### src/rtl/ism_ram.sv
`default_nettype none
// ----------------------------------------------------------------------------
// ism_ram
// Simple dual-port RAM: one write port, one read port, registered read data.
// Read data holds when no read is enabled.
// ----------------------------------------------------------------------------
module ism_ram #(
    parameter int unsigned WIDTH = 64,
    parameter int unsigned DEPTH = 64
) (
    input  wire logic                     i_clk,
    input  wire logic                     i_we,
    input  wire logic [$clog2(DEPTH)-1:0] i_waddr,
    input  wire logic [WIDTH-1:0]         i_wdata,
    input  wire logic                     i_re,
    input  wire logic [$clog2(DEPTH)-1:0] i_raddr,
    output logic      [WIDTH-1:0]         o_rdata
);

    logic [WIDTH-1:0] r_mem [DEPTH];
    logic [WIDTH-1:0] r_rdata;

    always_ff @(posedge i_clk) begin
        if (i_we) begin
            r_mem[i_waddr] <= i_wdata;
        end
        if (i_re) begin
            r_rdata <= r_mem[i_raddr];
        end
    end

    assign o_rdata = r_rdata;

endmodule
`default_nettype wire

### config.mk
export PLATFORM = sky130hd
export DESIGN_NAME = ism_ram
export DESIGN_NICKNAME = d
export VERILOG_FILES = /design/src/rtl/ism_ram.sv
export SDC_FILE = /design/constraint.sdc
export NUM_CORES = 2
export LEC_CHECK = 0
export BUFFER_PORTS_ARGS = -buffer_cell sky130_fd_sc_hd__buf_2
export CORE_MARGIN = 10
export CORE_UTILIZATION = 30
export DETAILED_ROUTE_END_ITERATION = 12
export PLACE_DENSITY = 0.56
export SLEW_MARGIN = 20
export SYNTH_ARGS = -nofsm -noshare
export SYNTH_HDL_FRONTEND = slang
export SYNTH_SLANG_ARGS = --single-unit
### constraint.sdc
create_clock -name i_clk -period 9.3 [get_ports i_clk]
set_input_delay 1.86 -clock i_clk [delete_from_list [all_inputs] [get_ports i_clk]]
set_output_delay 1.86 -clock i_clk [all_outputs]
set_load 0.1 [all_outputs]
Word level (Yosys, flattened, before mapping)
Memory sizes are Yosys's and may differ from the RTL's. A register that Yosys moved wholly into a read port is not among the register bits.
Cells that the tools add are included.

word-level totals
  bits in registers = 0
  bits in latches = 0
  bits in writable memories = 4096
  memory bits (read-only) = 0
  input bits = 79
  output and inout port bits = 64
  word-level logic and storage cells = 3
  memories kept = 1

operators by class
  $add $sub $neg = 0
  $mul = 0
  divide/modulo/power cells = 0
  $lt $le $gt $ge = 0
  eq/ne operators = 0
  shifts and indexed selects = 0
  multiplexer cells = 2
  bitwise logic cells = 0
  reductions and logical operators = 0

memories
  name   depth  width  rd ports  clocked after Yosys merged registers in  wr ports  RTL line  text
  r_mem  64     64     1         1                                        1         20        logic [WIDTH-1:0] r_mem [DEPTH];

operator list
  cell    number
  $mux 1  2

Depth between registers and ports, before layout
  word-level depth = 2
  gate-level depth with buffers = 9
  depth with buffers taken out = 5

Least setup slack after synthesis
Ideal clock, no wire load.

  kind = input to register
  from = in i_waddr[3]
  to = mem r_mem[48][0], enable pin
  library setup time = 0.564 ns
  arrival time = 6.732 ns
  required time = 8.736 ns
  path slack = 2.004 ns
  stages = 4
  buffers on the path = 1
  cells stage by stage = clkbuf_1 -> nor2b_1 -> nand4b_1 -> nor3_1

RTL lines
  element      RTL line  text
  from (decl)  13        input wire logic [$clog2(DEPTH)-1:0] i_waddr,
  to (decl)    20

Straight into the memory's write port.

==> report_table.html <==
<table>
<tr><th>Metric</th><th>Value</th></tr>
<tr><th colspan="2">STA</th></tr>
<tr><td>Final count of hold timing violations</td><td>0</td></tr>
<tr><td>Final number of max-transition violations</td><td>0</td></tr>
<tr><td>Smallest setup slack after layout</td><td>around 4300 ps</td></tr>
<tr><td>Total of endpoints with negative setup slack in the final report</td><td>0</td></tr>
<tr><td>Maximum frequency from static timing analysis</td><td>0.200 GHz</td></tr>
<tr><td>Worst setup skew after layout</td><td>74.8 ps</td></tr>
<tr><td>Final critical path time including I/O delays and setup</td><td>5000 ps</td></tr>
<tr><td>Final hold slack</td><td>912 ps</td></tr>
<tr><td>Tightest slew margin relative to the limit</td><td>0.222</td></tr>
<tr><td>Transition time of the tightest slew-check pin</td><td>1170 ps</td></tr>
<tr><td>Share of the clock period used by the worst path</td><td>0.538</td></tr>
<tr><td>Setup Total Neg Slack</td><td>0 ps</td></tr>
<tr><td>RSZ-0062 raised after global routing</td><td>false</td></tr>
<tr><th colspan="2">Floorplanning</th></tr>
<tr><td>Initial Util</td><td>0.301</td></tr>
<tr><td>Area enclosed by the die boundary</td><td>553,000 um2</td></tr>
<tr><td>Height of the die</td><td>743 um</td></tr>
<tr><td>Area of the core region</td><td>521,000 um2</td></tr>
<tr><td>Floorplan die width</td><td>743 um</td></tr>
<tr><td>Placement Rows</td><td>265</td></tr>
<tr><td>I/O pin cnt</td><td>143</td></tr>
<tr><th colspan="2">Placement</th></tr>
<tr><td>Post-place setup slack</td><td>3470 ps</td></tr>
<tr><td>Placer's final routability congestion estimate</td><td>0.747</td></tr>
<tr><td>Buffers on Ports</td><td>142</td></tr>
<tr><td>Detail Placement HPWL</td><td>235,000 um</td></tr>
<tr><th colspan="2">Hold path</th></tr>
<tr><td>Hold path endpoint</td><td>o_rdata[46]$_DFFE_PP_</td></tr>
<tr><td>Hold Crit Class</td><td>reg2reg</td></tr>
<tr><td>Number of cells on the worst hold path</td><td>4</td></tr>
<tr><td>Launch instance of the worst min-delay path</td><td>r_mem[39][46]$_DFFE_PP_</td></tr>
<tr><th colspan="2">CTS</th></tr>
<tr><td>Maximum buffer depth of the clock tree</td><td>4</td></tr>
<tr><td>Worst skew pair latency</td><td>1000 ps</td></tr>
<tr><td>Post_cts resized</td><td>0</td></tr>
<tr><td>Clock Pin Slew Worst Setup and Hold Paths</td><td>60 ps</td></tr>
<tr><td>Number of hold buffers added after CTS</td><td>0</td></tr>
<tr><td>CTS root buf</td><td>sky130_fd_sc_hd__clkbuf_16</td></tr>
<tr><td>Buffers inserted during post-CTS setup optimization</td><td>0</td></tr>
<tr><td>CTS Buf Count</td><td>between 400 and 500</td></tr>
<tr><td>CTS H-tree lvls</td><td>5</td></tr>
<tr><td>Clock Sink Count</td><td>~4,200</td></tr>
<tr><td>CTS tree</td><td>yes</td></tr>
<tr><th colspan="2">Worst setup path</th></tr>
<tr><td>Arrival time worst endpoint</td><td>5630 ps</td></tr>
<tr><td>Number of cells on the worst reg-to-reg path</td><td>5</td></tr>
<tr><td>Worst EP required</td><td>roughly 10000 ps</td></tr>
<tr><td>Critical path launch point type</td><td>input pin</td></tr>
<tr><td>Endpoint of the worst-slack reg-to-reg timing path</td><td>o_rdata[7]$_DFFE_PP_</td></tr>
<tr><td>Largest fanout on the critical path</td><td>approximately 110</td></tr>
<tr><td>Worst setup path startpoint</td><td>i_raddr[2]</td></tr>
<tr><td>Reg-to-reg startpoint</td><td>r_mem[55][7]$_DFFE_PP_</td></tr>
<tr><td>Setup slack on the worst flop-to-flop path</td><td>6950 ps</td></tr>
<tr><td>Path type of the worst setup path</td><td>in2reg</td></tr>
<tr><td>Nature of the critical path endpoint</td><td>flip-flop</td></tr>
<tr><th colspan="2">Global route</th></tr>
<tr><td>Vias in the first global route</td><td>76,800</td></tr>
<tr><td>Total gr overflow</td><td>0</td></tr>
<tr><td>Initial antenna violation count</td><td>67</td></tr>
<tr><td>Maximum number of pins on one net before global-route repair</td><td>124</td></tr>
<tr><td>Wire length of the first global-routing pass</td><td>628,000 um</td></tr>
<tr><td>GRT Util Overall</td><td>0.160</td></tr>
<tr><th colspan="2">Power</th></tr>
<tr><td>Share of power burned in the clock network</td><td>0.427</td></tr>
<tr><td>Relative contribution of sequential cells to total power</td><td>0.524</td></tr>
<tr><td>Sw power</td><td>8.53 mW</td></tr>
<tr><td>VDD IR max</td><td>0.155 mV</td></tr>
<tr><td>Areal power density over the cells</td><td>220 nW/um2</td></tr>
<tr><td>Internal</td><td>31.3 mW</td></tr>
<tr><td>Logic gate share of total power</td><td>0.049</td></tr>
<tr><td>Pleak</td><td>55.2 nW</td></tr>
<tr><td>Net switching fraction of the power</td><td>0.214</td></tr>
<tr><th colspan="2">Yosys</th></tr>
<tr><td>Number of storage elements in the synthesis netlist</td><td>4,160</td></tr>
<tr><td>Number of instances in the synthesized netlist</td><td>6,598</td></tr>
<tr><td>Mean Syn Cell Area</td><td>about 24 um2</td></tr>
<tr><td>Sequential area share after synthesis</td><td>0.796</td></tr>
<tr><td>Leading register cell type out of synthesis</td><td>sky130_fd_sc_hd__edfxtp_1</td></tr>
<tr><td>Syn nets</td><td>6,677</td></tr>
<tr><td>Cell area after synthesis</td><td>~160,000 um2</td></tr>
<tr><td>Synth Warn #</td><td>0</td></tr>
<tr><td>Share of async-settable or async-resettable flops after synthesis</td><td>0</td></tr>
<tr><td>Post-synth cell types</td><td>32</td></tr>
<tr><td>Number of flops mapped to enable cells by yosys</td><td>between 4,000 and 5,000</td></tr>
<tr><th colspan="2">Finish</th></tr>
<tr><td>Number of nets in the finished design</td><td>7,071</td></tr>
<tr><td>Leading cell types in the layout, fill and taps excluded</td><td>sky130_fd_sc_hd__edfxtp_1, sky130_fd_sc_hd__mux4_2, sky130_fd_sc_hd__clkbuf_16</td></tr>
<tr><td>Area delta synth-&gt;final</td><td>15.3%</td></tr>
<tr><td>Most common library cell in the layout ignoring fill and taps</td><td>sky130_fd_sc_hd__edfxtp_1</td></tr>
<tr><td>Final core utilization</td><td>0.347</td></tr>
<tr><td>Share of final-layout standard cells stronger than drive strength 1</td><td>0.282</td></tr>
<tr><th colspan="2">Flow run</th></tr>
<tr><td>Number of maximum-capacitance constraint violations</td><td>0</td></tr>
<tr><th colspan="2">Routing</th></tr>
<tr><td>Number of DRC markers after the initial detailed-route iteration</td><td>9,328</td></tr>
<tr><td>Detailed-route DRC error count</td><td>0</td></tr>
<tr><td>Total detailed-routing wirelength</td><td>458,000 um</td></tr>
<tr><td>Detailed-route vias per instance</td><td>5.30</td></tr>
<tr><td>Via count of the routed design</td><td>75,700</td></tr>
<tr><td>Average wire per standard cell</td><td>approximately 32 um</td></tr>
<tr><td>Number of optimization iterations in the first detailed-route pass</td><td>6</td></tr>
<tr><td>Final ANT Viol Nets</td><td>0</td></tr>
<tr><th colspan="2">Status</th></tr>
<tr><td>Status</td><td>finished, final reports clean</td></tr>
</table>
state kept, by name (all words and copies together), names as in the netlist:
signal / count
o_rdata: 64
r_mem: 4096
cell usage after synthesis (all sizes together) (3+ instances only):
master | instances | area share
nor2b | 28 | 0.0011
or2 | 28 | 0.0011
a2bb2oi | 19 | 0.0011
a22oi | 168 | 0.0080
a22o | 88 | 0.0049
nor2 | 112 | 0.0027
nand3 | 45 | 0.0014
o22ai | 83 | 0.0033
clkbuf | 140 | 0.0033
mux4 | 1024 | 0.15
nand2b | 11 | 0.00044
a31oi | 18 | 0.00072
edfxtp | 4160 | 0.80
a211oi | 63 | 0.0030
nand2 | 58 | 0.0014
and2 | 3 | 0.00012
or3 | 29 | 0.0012
and3 | 64 | 0.0026
buf | 230 | 0.0080
mux2i | 135 | 0.0086
inv | 19 | 0.00045
a41oi | 26 | 0.0015
o221ai | 38 | 0.0021
critical path, cell delays in order:
cell                       delay (ps)
sky130_fd_sc_hd__buf_8            190
sky130_fd_sc_hd__buf_12           370
sky130_fd_sc_hd__nor2_4           860
sky130_fd_sc_hd__buf_12           590
sky130_fd_sc_hd__a22oi_1          180
sky130_fd_sc_hd__and3_1           220
sky130_fd_sc_hd__a211oi_1         830
power groups by stage:
stage / Clock (mW) / Sequential (mW) / Combinational [mW]
2_1_floorplan: 0 / 21.4 / 0.967
3_3_place_gp: 0 / 21.3 / 1.92
3_5_place_dp: 0 / 21.3 / 1.95
4_1_cts: 17.3 / 20.9 / 1.95
5_1_grt: 18.0 / 20.9 / 2.05
6_report: 17.0 / 20.9 / 1.94
worst max-delay path by stage:
stage / to / slack (ps) / cells after the start
after floorplan: r_mem[48][0]$_DFFE_PP_ / 2000 / 4
after global placement: o_rdata[6]$_DFFE_PP_ / 3420 / 7
after detailed placement: o_rdata[6]$_DFFE_PP_ / 3470 / 7
after CTS: o_rdata[6]$_DFFE_PP_ / 4510 / 7
after global routing: o_rdata[6]$_DFFE_PP_ / 4520 / 7
final: o_rdata[6]$_DFFE_PP_ / 4300 / 7
per-stage QoR:
step,power [mW],cell area [um2],std cells
2_1_floorplan,22.4,157000,6598
3_3_place_gp,23.2,167000,13500
3_5_place_dp,23.3,167000,13500
4_1_cts,40.1,181000,14300
5_1_grt,41.0,181000,14300
6_report,39.8,181000,14300
routing by layer:
| metal | up-vias | track usage | wire length (um) |
|---|---|---|---|
| li1 | 29400 | - | - |
| met1 | 42000 | 0.217 | 184000 |
| met2 | 3600 | 0.264 | 221000 |
| met3 | 751 | 0.0303 | 38500 |
| met4 | 24 | 0.0472 | 14600 |
| met5 | - | 0 | 154 |
kinds of logic after synthesis:
family                 count (synthesis)  synth area share
buffers and inverters                389            0.0118
DFF                                 4160             0.796
muxes                               1159             0.156
AOI/OAI and AO/OA                    504            0.0247
and+or+nand+nor                      386            0.0123
final cells by class:
cell class                 count  area (um2)
fill                       47700      340000
inverter                      19        71.3
clock inverter               265        2880
sequential                  4160      125000
multi-input combinational   2049       30800
clock buffer                 504       10900
timing repair buffer         342        2770
tap                         6942        8690
antenna                       16        40.0
Note: power is estimated with default switching activity, not from simulation.
